$ cat src/rtl/sha_pkg.sv
// shared types and constants for the sha-256 byte stream hasher
// depends on nothing; imported by every module of the block
package sha_pkg;

   typedef struct packed {
      logic [7:0] data_byte;
      logic       is_last;
      logic       no_byte;
   } sha_item_type;

   // command from the front to the back: one 512-bit block and whether it ends the message
   typedef struct packed {
      logic [511:0] block;
      logic         final_block;
   } sha_cmd_type;

   localparam logic [255:0] SHA_INIT_H = {
      32'h6a09e667, 32'hbb67ae85, 32'h3c6ef372, 32'ha54ff53a,
      32'h510e527f, 32'h9b05688c, 32'h1f83d9ab, 32'h5be0cd19};

   localparam logic [7:0] PAD_BYTE = 8'h80;

   function automatic logic [31:0] round_k(input logic [5:0] t);
      logic [31:0] k;
      begin
         case (t)
            6'd0:  k = 32'h428a2f98; 6'd1:  k = 32'h71374491;
            6'd2:  k = 32'hb5c0fbcf; 6'd3:  k = 32'he9b5dba5;
            6'd4:  k = 32'h3956c25b; 6'd5:  k = 32'h59f111f1;
            6'd6:  k = 32'h923f82a4; 6'd7:  k = 32'hab1c5ed5;
            6'd8:  k = 32'hd807aa98; 6'd9:  k = 32'h12835b01;
            6'd10: k = 32'h243185be; 6'd11: k = 32'h550c7dc3;
            6'd12: k = 32'h72be5d74; 6'd13: k = 32'h80deb1fe;
            6'd14: k = 32'h9bdc06a7; 6'd15: k = 32'hc19bf174;
            6'd16: k = 32'he49b69c1; 6'd17: k = 32'hefbe4786;
            6'd18: k = 32'h0fc19dc6; 6'd19: k = 32'h240ca1cc;
            6'd20: k = 32'h2de92c6f; 6'd21: k = 32'h4a7484aa;
            6'd22: k = 32'h5cb0a9dc; 6'd23: k = 32'h76f988da;
            6'd24: k = 32'h983e5152; 6'd25: k = 32'ha831c66d;
            6'd26: k = 32'hb00327c8; 6'd27: k = 32'hbf597fc7;
            6'd28: k = 32'hc6e00bf3; 6'd29: k = 32'hd5a79147;
            6'd30: k = 32'h06ca6351; 6'd31: k = 32'h14292967;
            6'd32: k = 32'h27b70a85; 6'd33: k = 32'h2e1b2138;
            6'd34: k = 32'h4d2c6dfc; 6'd35: k = 32'h53380d13;
            6'd36: k = 32'h650a7354; 6'd37: k = 32'h766a0abb;
            6'd38: k = 32'h81c2c92e; 6'd39: k = 32'h92722c85;
            6'd40: k = 32'ha2bfe8a1; 6'd41: k = 32'ha81a664b;
            6'd42: k = 32'hc24b8b70; 6'd43: k = 32'hc76c51a3;
            6'd44: k = 32'hd192e819; 6'd45: k = 32'hd6990624;
            6'd46: k = 32'hf40e3585; 6'd47: k = 32'h106aa070;
            6'd48: k = 32'h19a4c116; 6'd49: k = 32'h1e376c08;
            6'd50: k = 32'h2748774c; 6'd51: k = 32'h34b0bcb5;
            6'd52: k = 32'h391c0cb3; 6'd53: k = 32'h4ed8aa4a;
            6'd54: k = 32'h5b9cca4f; 6'd55: k = 32'h682e6ff3;
            6'd56: k = 32'h748f82ee; 6'd57: k = 32'h78a5636f;
            6'd58: k = 32'h84c87814; 6'd59: k = 32'h8cc70208;
            6'd60: k = 32'h90befffa; 6'd61: k = 32'ha4506ceb;
            6'd62: k = 32'hbef9a3f7; 6'd63: k = 32'hc67178f2;
            default: k = 32'h0;
         endcase
         return k;
      end
   endfunction

endpackage

$ cat src/rtl/sha_front.sv
// front end: packs bytes into 512-bit blocks, counts length and builds padding
// depends on sha_pkg
module sha_front
   import sha_pkg::*;
(
   input  logic         clock,
   input  logic         reset,
   input  logic         req_valid,
   output logic         req_ready,
   input  sha_item_type req_item,
   output logic         cmd_valid,
   input  logic         cmd_ready,
   output sha_cmd_type  cmd
);

   typedef enum logic [1:0] {ST_BYTES, ST_PAD, ST_ZERO, ST_LEN} state_type;

   state_type     state_ff, state_in;
   logic [511:0]  blk_ff, blk_in;
   logic [5:0]    pos_ff, pos_in;
   logic [60:0]   count_ff, count_in;
   logic          cmd_valid_ff, cmd_valid_in;
   sha_cmd_type   cmd_ff, cmd_in;

   logic          slot_free;
   logic          put_en;
   logic [7:0]    put_byte;
   logic          put_final;
   logic [63:0]   bit_len;
   logic [8:0]    bit_sel;
   logic [511:0]  blk_put;

   assign slot_free = !cmd_valid_ff || cmd_ready;
   assign bit_len   = {count_ff, 3'b000};
   assign bit_sel   = 9'd504 - {pos_ff, 3'b000};
   assign req_ready = (state_ff == ST_BYTES) && slot_free;

   always_comb begin
      blk_put = blk_ff;
      blk_put[bit_sel +: 8] = put_byte;
   end

   always_comb begin
      state_in     = state_ff;
      pos_in       = pos_ff;
      count_in     = count_ff;
      put_en       = 1'b0;
      put_byte     = 8'h00;
      put_final    = 1'b0;
      cmd_valid_in = cmd_valid_ff && !cmd_ready;
      cmd_in       = cmd_ff;
      unique case (state_ff)
         ST_BYTES: begin
            if (req_valid && req_ready) begin
               if (!req_item.no_byte) begin
                  put_en   = 1'b1;
                  put_byte = req_item.data_byte;
                  count_in = count_ff + 61'd1;
               end
               if (req_item.is_last) begin
                  state_in = ST_PAD;
               end
            end
         end
         ST_PAD: begin
            if (slot_free) begin
               put_en   = 1'b1;
               put_byte = PAD_BYTE;
               state_in = (pos_ff == 6'd55) ? ST_LEN : ST_ZERO;
            end
         end
         ST_ZERO: begin
            if (slot_free) begin
               put_en   = 1'b1;
               put_byte = 8'h00;
               if (pos_ff == 6'd55) begin
                  state_in = ST_LEN;
               end
            end
         end
         ST_LEN: begin
            if (slot_free) begin
               put_en   = 1'b1;
               put_byte = bit_len[{3'd7 - pos_ff[2:0], 3'b000} +: 8];
               if (pos_ff == 6'd63) begin
                  put_final = 1'b1;
                  state_in  = ST_BYTES;
                  count_in  = '0;
               end
            end
         end
         default: state_in = ST_BYTES;
      endcase
      blk_in = put_en ? blk_put : blk_ff;
      if (put_en) begin
         pos_in = pos_ff + 6'd1;
         if (pos_ff == 6'd63) begin
            cmd_valid_in      = 1'b1;
            cmd_in.block      = blk_put;
            cmd_in.final_block = put_final;
         end
      end
   end

   always_ff @(posedge clock) begin
      if (reset) begin
         state_ff     <= ST_BYTES;
         pos_ff       <= '0;
         count_ff     <= '0;
         cmd_valid_ff <= 1'b0;
      end else begin
         state_ff     <= state_in;
         pos_ff       <= pos_in;
         count_ff     <= count_in;
         cmd_valid_ff <= cmd_valid_in;
      end
      blk_ff <= blk_in;
      cmd_ff <= cmd_in;
   end

   assign cmd_valid = cmd_valid_ff;
   assign cmd       = cmd_ff;

endmodule

$ cat src/rtl/sha_core.sv
// back end: 64-round compression, one round per cycle, then digest word output
// depends on sha_pkg
module sha_core
   import sha_pkg::*;
(
   input  logic         clock,
   input  logic         reset,
   input  logic         cmd_valid,
   output logic         cmd_ready,
   input  sha_cmd_type  cmd,
   output logic         rsp_valid,
   input  logic         rsp_ready,
   output logic [31:0]  rsp_digest_word,
   output logic [2:0]   rsp_word_index,
   output logic         rsp_last_word
);

   typedef enum logic [1:0] {ST_IDLE, ST_ROUND, ST_ADD, ST_OUT} state_type;

   state_type     state_ff, state_in;
   logic [255:0]  hash_ff, hash_in;
   logic [255:0]  vars_ff, vars_in;
   logic [511:0]  sched_ff, sched_in;
   logic [5:0]    round_ff, round_in;
   logic          final_ff, final_in;
   logic [2:0]    widx_ff, widx_in;

   logic [31:0] a, b, c, d, e, f, g, h, w, t1, t2, s0, s1, wn, x2, x15;

   function automatic logic [31:0] rotr(input logic [31:0] x, input int n);
      return (x >> n) | (x << (32 - n));
   endfunction

   always_comb begin
      {a, b, c, d, e, f, g, h} = vars_ff;
      w   = sched_ff[511 -: 32];
      // schedule window: word 0 is current, next word from words 0, 1, 9, 14
      x2  = sched_ff[511 - 14*32 -: 32];
      x15 = sched_ff[511 - 32 -: 32];
      s0  = rotr(x15, 7) ^ rotr(x15, 18) ^ (x15 >> 3);
      s1  = rotr(x2, 17) ^ rotr(x2, 19) ^ (x2 >> 10);
      wn  = s1 + sched_ff[511 - 9*32 -: 32] + s0 + w;
      t1  = h + (rotr(e, 6) ^ rotr(e, 11) ^ rotr(e, 25)) + ((e & f) ^ (~e & g))
            + round_k(round_ff) + w;
      t2  = (rotr(a, 2) ^ rotr(a, 13) ^ rotr(a, 22)) + ((a & b) ^ (a & c) ^ (b & c));
   end

   assign cmd_ready = (state_ff == ST_IDLE);

   always_comb begin
      state_in = state_ff;
      hash_in  = hash_ff;
      vars_in  = vars_ff;
      sched_in = sched_ff;
      round_in = round_ff;
      final_in = final_ff;
      widx_in  = widx_ff;
      unique case (state_ff)
         ST_IDLE: begin
            if (cmd_valid) begin
               vars_in  = hash_ff;
               sched_in = cmd.block;
               final_in = cmd.final_block;
               round_in = '0;
               state_in = ST_ROUND;
            end
         end
         ST_ROUND: begin
            vars_in  = {t1 + t2, a, b, c, d + t1, e, f, g};
            sched_in = {sched_ff[479:0], wn};
            round_in = round_ff + 6'd1;
            if (round_ff == 6'd63) begin
               state_in = ST_ADD;
            end
         end
         ST_ADD: begin
            for (int i = 0; i < 8; i++) begin
               hash_in[i*32 +: 32] = hash_ff[i*32 +: 32] + vars_ff[i*32 +: 32];
            end
            widx_in  = '0;
            state_in = final_ff ? ST_OUT : ST_IDLE;
         end
         ST_OUT: begin
            if (rsp_ready) begin
               widx_in = widx_ff + 3'd1;
               if (widx_ff == 3'd7) begin
                  hash_in  = SHA_INIT_H;
                  state_in = ST_IDLE;
               end
            end
         end
         default: state_in = ST_IDLE;
      endcase
   end

   always_ff @(posedge clock) begin
      if (reset) begin
         state_ff <= ST_IDLE;
         hash_ff  <= SHA_INIT_H;
         widx_ff  <= '0;
         round_ff <= '0;
         final_ff <= 1'b0;
      end else begin
         state_ff <= state_in;
         hash_ff  <= hash_in;
         widx_ff  <= widx_in;
         round_ff <= round_in;
         final_ff <= final_in;
      end
      vars_ff  <= vars_in;
      sched_ff <= sched_in;
   end

   assign rsp_valid       = (state_ff == ST_OUT);
   assign rsp_digest_word = hash_ff[255 - {widx_ff, 5'b00000} -: 32];
   assign rsp_word_index  = widx_ff;
   assign rsp_last_word   = (widx_ff == 3'd7);

endmodule

$ cat src/rtl/sha256_byte_stream_hasher_top.sv
// sha-256 byte stream hasher top level: front packer, block register, compression core
// depends on sha_pkg, sha_front, sha_core
// Takes one message byte per beat and returns the eight 32-bit SHA-256 digest
// words, most significant first, after the beat marked is_last. A beat with
// no_byte set carries no byte (use it with is_last to end an empty message).
// Bytes are taken one per cycle into the block being filled, while the front
// is in its byte state and its block slot is free; a full block is handed to
// the compression core, which accepts it when idle, runs its rounds and then
// the final add, so while one block compresses the next can be filled.
// Padding bytes are added after the last beat (up to 64, or up to 72 when an
// extra block is needed), then the final block is compressed and the digest
// comes out one word per beat.
module sha256_byte_stream_hasher_top
   import sha_pkg::*;
(
   input  logic        clock,
   input  logic        reset,
   input  logic        req_valid,
   output logic        req_ready,
   input  logic [7:0]  req_data_byte,
   input  logic        req_is_last,
   input  logic        req_no_byte,
   output logic        rsp_valid,
   input  logic        rsp_ready,
   output logic [31:0] rsp_digest_word,
   output logic [2:0]  rsp_word_index,
   output logic        rsp_last_word
);

   sha_item_type item;
   sha_cmd_type  cmd;
   logic         cmd_valid;
   logic         cmd_ready;

   assign item.data_byte = req_data_byte;
   assign item.is_last   = req_is_last;
   assign item.no_byte   = req_no_byte;

   sha_front u_front (
      .clock     (clock),
      .reset     (reset),
      .req_valid (req_valid),
      .req_ready (req_ready),
      .req_item  (item),
      .cmd_valid (cmd_valid),
      .cmd_ready (cmd_ready),
      .cmd       (cmd)
   );

   sha_core u_core (
      .clock           (clock),
      .reset           (reset),
      .cmd_valid       (cmd_valid),
      .cmd_ready       (cmd_ready),
      .cmd             (cmd),
      .rsp_valid       (rsp_valid),
      .rsp_ready       (rsp_ready),
      .rsp_digest_word (rsp_digest_word),
      .rsp_word_index  (rsp_word_index),
      .rsp_last_word   (rsp_last_word)
   );

endmodule
$ cat config.mk
export PLATFORM = sky130hd
export DESIGN_NAME = sha256_byte_stream_hasher_top
export DESIGN_NICKNAME = d
export VERILOG_FILES = /design/src/rtl/sha_pkg.sv /design/src/rtl/sha_front.sv /design/src/rtl/sha_core.sv /design/src/rtl/sha256_byte_stream_hasher_top.sv
export SDC_FILE = /design/constraint.sdc
export NUM_CORES = 2
export LEC_CHECK = 0
export BUFFER_PORTS_ARGS = -buffer_cell sky130_fd_sc_hd__buf_2
export CAP_MARGIN = 25
export CORE_MARGIN = 2
export CORE_UTILIZATION = 63
export DETAILED_ROUTE_END_ITERATION = 7
export PLACE_DENSITY = 0.83
export SYNTH_ARGS = -nofsm -noshare
export SYNTH_HDL_FRONTEND = slang
export SYNTH_HIERARCHICAL = 1
export SYNTH_SLANG_ARGS = --single-unit
$ cat constraint.sdc
create_clock -name clock -period 63.9 [get_ports clock]
set_clock_uncertainty 0.2 [all_clocks]
set_input_delay 12.78 -clock clock [delete_from_list [all_inputs] [get_ports clock]]
set_output_delay 12.78 -clock clock [all_outputs]
set_load 0.03 [all_outputs]
# Word level (Yosys, flattened, before mapping)
# Memory sizes are Yosys's and may differ from the RTL's. A register that Yosys moved wholly into a read port is not among the register bits.
# Cells that the tools add are included.
[word_totals] regBits=2131 output_inout_bits=38 n_memories=1 rom_bits=2048
[op_classes] bitwise=27 shift=4 mux=45 n_reduce_logical=20 eq_ne=22 n_addsub=26
[memory_table] memory="(name not given)" words=64 word_bits=32 rd=1 rd_clocked_by_memory_dff=1 write_ports=0 line="sha_pkg.sv:26" text="case (t)"
[op_table] op="256-bit one-hot mux with 2 select lines" n=2
[op_table] op="512-bit one-hot mux with 2 select lines" n=1
[op_table] op="256-bit two-way mux" n=3
[op_table] op="32-bit adder" n=18
[op_table] op="512-bit bitwise mux" n=1
[op_table] op="512-bit two-way mux" n=1
[op_table] op="8-bit by 11-bit variable shift with 512-bit output, first input constant" n=1
[op_table] op="8-bit by 11-bit variable part select with 512-bit output" n=1
[op_table] op="32-bit XOR" n=9
[op_table] op="287-bit by 33-bit variable part select with 32-bit output" n=1
[op_table] op="61-bit two-way mux" n=4
[op_table] op="32-bit bitwise AND" n=5
[op_table] op="61-bit one-hot mux with 2 select lines" n=1
[op_table] op="64-bit by 7-bit variable part select with 8-bit output" n=1
[op_table] op="61-bit by 1-bit adder with 61-bit output, second input constant" n=1
[op_table] op="8-bit two-way mux" n=4
[op_table] op="32-bit inverter" n=1
[op_table] op="10-bit by 32-bit bitwise OR with 32-bit output" n=1
[op_table] op="13-bit by 32-bit bitwise OR with 32-bit output" n=1
[op_table] op="14-bit by 32-bit bitwise OR with 32-bit output" n=1
[op_table] op="15-bit by 32-bit bitwise OR with 32-bit output" n=1
[op_table] op="19-bit by 32-bit bitwise OR with 32-bit output" n=1
[op_table] op="21-bit by 32-bit bitwise OR with 32-bit output" n=1
[op_table] op="25-bit by 32-bit bitwise OR with 32-bit output" n=1
[op_table] op="37 further kinds" n=82

# Logic depth before layout (Yosys ltp)
[logic_depth] ltp_word=9 mapped_depth=33

# Modules after synthesis
# Netlist, hierarchy kept.
[by_module_without_submodules] mod="sha_core" n_inst=1 seq_area_each_um2=29067.9 area_per_inst_um2=71866.4 cells_per_inst=8110
[by_module_without_submodules] mod="sha_front" n_inst=1 seq_area_each_um2=32180.9 area_per_inst_um2=40761.6 cells_per_inst=2650

# Worst setup path after synthesis
# Ideal clock, no wire load.
[synth_path] path_type="input-to-reg" from="input port req_no_byte" to="register u_front.cmd_ff (netlist bit u_front/cmd[0]) (enable)" cell_stages=4 arrival_ns=47.593 required_time_ns=61.679 setup_slack_ns=14.086 cell_sequence="nand2b_1 -> nand2_1 -> nand2_1 -> nor3_1"
[synth_between] elab_chain_len=4
[synth_lines] element="start, declared" line="sha256_byte_stream_hasher_top.sv:22" text="input logic req_no_byte,"
[synth_lines] element="1-bit two-way mux" line="sha_front.sv:55" text="if (!req_item.no_byte) begin"
[synth_lines] element="1-bit two-way mux" line="sha_front.sv:54" text="if (req_valid && req_ready) begin"
[synth_lines] element="1-bit one-hot mux with 2 select lines" line="sha_front.sv:52" text="unique case (state_ff)"
[synth_lines] element="2-bit AND reduction (no line)"
[synth_lines] element="end signal, assigned" line="sha_front.sv:118" text="cmd_ff <= cmd_in;"
[synth_lines] element="end, declared" line="sha_front.sv:23" text="sha_cmd_type cmd_ff, cmd_in;"
# No other way between the ends.
# A chain may end at the register's enable or synchronous reset.

# Final worst setup path
[layout_path] from="input port req_no_byte" to="register u_front.cmd_ff (netlist bit u_front/cmd[60]) (enable)"
# The elaborated chain is that of the path after synthesis.

==> results.ini <==
[setup_path]
required_ps = 64160
cp_data_arrival_time_ps = 17130
cp-endpoint = u_front/cmd[60]
critPathLaunchType = primary input
crit_cells = 9
cpMaxStageDelayCell = buf_4
r2r-start = u_core/vars_ff[122]
path_buf_inv = 5
worstPathMaxFanout = 75
crit_chain = buf_2 > nand2b_1 > nand2_1 > nand2_1 > nor3_2 > buf_4 > buf_4 > buf_4 > buf_4
crit_family = buffers and inverters
crit_top_cell = buf_4
worstSetupPathType = in -> reg
crit_path_start = req_no_byte
rr_worst_depth = 29
end_kind = flip-flop
r2r-end = u_core/vars_ff[255]
r2r_setup_slack_ps = 54930
max_stage_delay_ps = 930

[finish]
synthToLayoutAreaGrowth_pct = 8.82
final_layout_size_suffix_gt1_frac = 0.0776
nets = 11200

[route]
drtIter0Drc = 12400
wl_um = 335000
routedWlPerCell_um = 25.4
vias = 85100
via_per_inst = 6.47
drt-pass1-iter-count = 8
drcViolationCount = 6
antenna_left = 0

[place]
io_buffers = 51
place_congestion = 1.01
place_hpwl_um = 221000
dp_slack_ps = 46180

[synth]
yosysSeqAreaShare = 0.544
async_flop_share = 0
synth_ff_type = edfxtp_1
syn-num-nets = 11400
yosysUniqueCellTypes = 99
synth_top_cell_area_share = 0.478
synth.most_common_cell = nand2_1
yosysTopAreaCell = edfxtp_1
syn_inst = 10800
syn_area_per_cell_um2 = 10.5
synth-seq-cells = 2163
yosys-top-cells-count = nand2_1 (2646), edfxtp_1 (1793), nor2_1 (671)
synth-edff-count = 1793
yosysWarningCount = 6
synth_top_cells_by_area = edfxtp_1 (48%), nand2_1 (8.8%), dfxtp_1 (6.6%)
syn_area_mm2 = 0.113

[power_and_ir_drop]
peakVddDrop_uv = 46.2
powerDensity_mw_per_mm2 = 28.7
p_total_uw = 3510
comb_power_share = 0.100
p_seq_frac = 0.522
leakage_uw = 0.0467
p_switching_uw = 879
p_int_uw = 2640
clkPwrFrac = 0.378
switching_share = 0.250

[cts]
cts_buffer_depth = 3
post_cts_buffers = 0
cts-buffers-inserted = 212
clock-sinks = 2163
htreeDepth = 4
clk_pin_slew_ps = 60
cts_root_buf = clkbuf_16
worstSkewPairLatency_ps = 910
ctsHoldBuffers = 0
ctsResizeCount = 0
tritoncts = yes

[status]
violations = design-rule violations
status = complete, but fails checks

[timing]
timing.final.ws_setup_ps = 47040
hold_viol = 0
max_slew_margin = 0.110
setup_tns_ps = 0
worst_slew_pin_slew_ps = 1330
maxSlewViolCount = 0
setup_viol = 0
grt_setup_unrepaired = no
period_share = 0.264
fin_crit_ps = 16860
fmax_ghz = 0.0593

[hold_path]
hold_depth = 2
hold_path.startpoint = u_core/sched_ff[91]
hp-class = reg -> reg

[global_routing]
grt_pass1_wl_um = 496000
antenna_found_initial = 13
grt_max_degree = 200
grt_use_total = 0.362
grt.overflow.total = 0
grt_pass1_vias = 82200

[run]
cap_viol_max_count = 0

[floorplanning]
core-area_mm2 = 0.178
fp.dieH_um = 427
floorplan.rows = 155
die_w_um = 427
die-area_mm2 = 0.182
initial_core_util = 0.633
ios = 52

final cells by class:
class | count | area, um2
antenna | 7 | 17.5
clock buffer | 265 | 5660
clock inverter | 138 | 1790
fill | 12300 | 55500
inverter | 513 | 1940
multi-input combinational | 7533 | 47500
sequential | 2163 | 61300
tap | 2355 | 2950
timing repair buffer | 181 | 1430
flip-flops by register name (all words and copies together), names as in the netlist, named ones only:
name	cells
u_core/final_ff	1
u_core/hash_ff	256
u_core/round_ff	6
u_core/rsp_word_index	3
u_core/sched_ff	512
u_core/state_ff	2
u_core/vars_ff	256
u_front/blk_ff	512
u_front/cmd	513
u_front/cmd_valid	1
u_front/count_ff	61
u_front/pos_ff	6
u_front/state_ff	2
how the worst min path moves through the flow:
stage / to / slack, ps
after floorplan: u_core/final_ff / 240
after global routing: u_core/sched_ff[123] / 280
final: u_core/sched_ff[123] / 260
after global placement: u_core/final_ff / 250
after CTS: u_core/sched_ff[123] / 260
after detailed placement: u_core/final_ff / 280
placed cells by master (no fill, tap or decap), types with 35 or more instances in the layout:
master     Yosys  final
o211ai_1      39     39
o22ai_1      103    103
dfxtp_1      370    367
o21a_1        68     68
a21oi_1      665    661
xnor2_1      398    398
mux4_2        77     77
nand3_1      106    106
a22oi_1       72     71
clkinv_1       2     35
mux2_2       176    176
edfxtp_1    1793   1793
nor2_1       671    666
inv_1        510    507
buf_2         11     50
nand2_1     2646   2642
fa_1         195    195
nor2b_1       51     50
and3_1        37     37
clkinv_2       0     38
a211oi_1      61     61
buf_4          0    115
mux2i_1       35     35
o21ai_0      618    617
xor2_1       230    230
nor4_1        39     39
ha_1         398    398
a21o_1       185    185
a31oi_1       40     40
o31ai_1       44     43
nand2b_1      63     62
nor3_1        98     94
clkbuf_16      0    214
o21bai_1      56     55
nand4_1       37     37
clkbuf_1     503     40
kinds of logic after synthesis:
logic type / Yosys count / synth area share
AO/OA/AOI/OAI: 2148 / 0.116
XOR/XNOR: 628 / 0.0488
adder cells (fa/ha/maj): 595 / 0.0791
buffers and inverters: 1064 / 0.0357
flip-flops: 2163 / 0.544
multiplexers: 288 / 0.0361
AND/OR/NAND/NOR: 3874 / 0.141
metal layers:
metal / vias to the layer above / track usage / part of all wire
met5: - / 0 / 0.00059
met4: 14 / 0.202 / 0.064
met3: 984 / 0.0720 / 0.12
met2: 5582 / 0.550 / 0.44
met1: 41200 / 0.492 / 0.37
li1: 37400 / - / -
power by group through the flow:
| stage | sequential, uW | clock [uW] | combinational (uW) |
|---|---|---|---|
| final | 1830 | 1330 | 352 |
| after global routing | 1840 | 1390 | 379 |
| after CTS | 1830 | 1340 | 339 |
| after detailed placement | 1860 | 0 | 332 |
| after global placement | 1850 | 0 | 306 |
| after floorplan | 1920 | 0 | 222 |
metrics by stage:
step                      cells  cell area [um2]  utilization  hold slack [ps]
after detailed placement  12700           115000        0.646              277
after floorplan           10800           113000            -              237
after CTS                 13100           122000        0.687              262
final                     13200           123000        0.688              259
after global routing      13100           123000        0.688              283
after global placement    12700           115000        0.645              255
tightest hold or removal path, delay by kind of cell (launching register included):
family	cells	cell delay, ps
and+or+nand+nor	2	100
DFF	1	320
(Power assumes the default switching activity.)
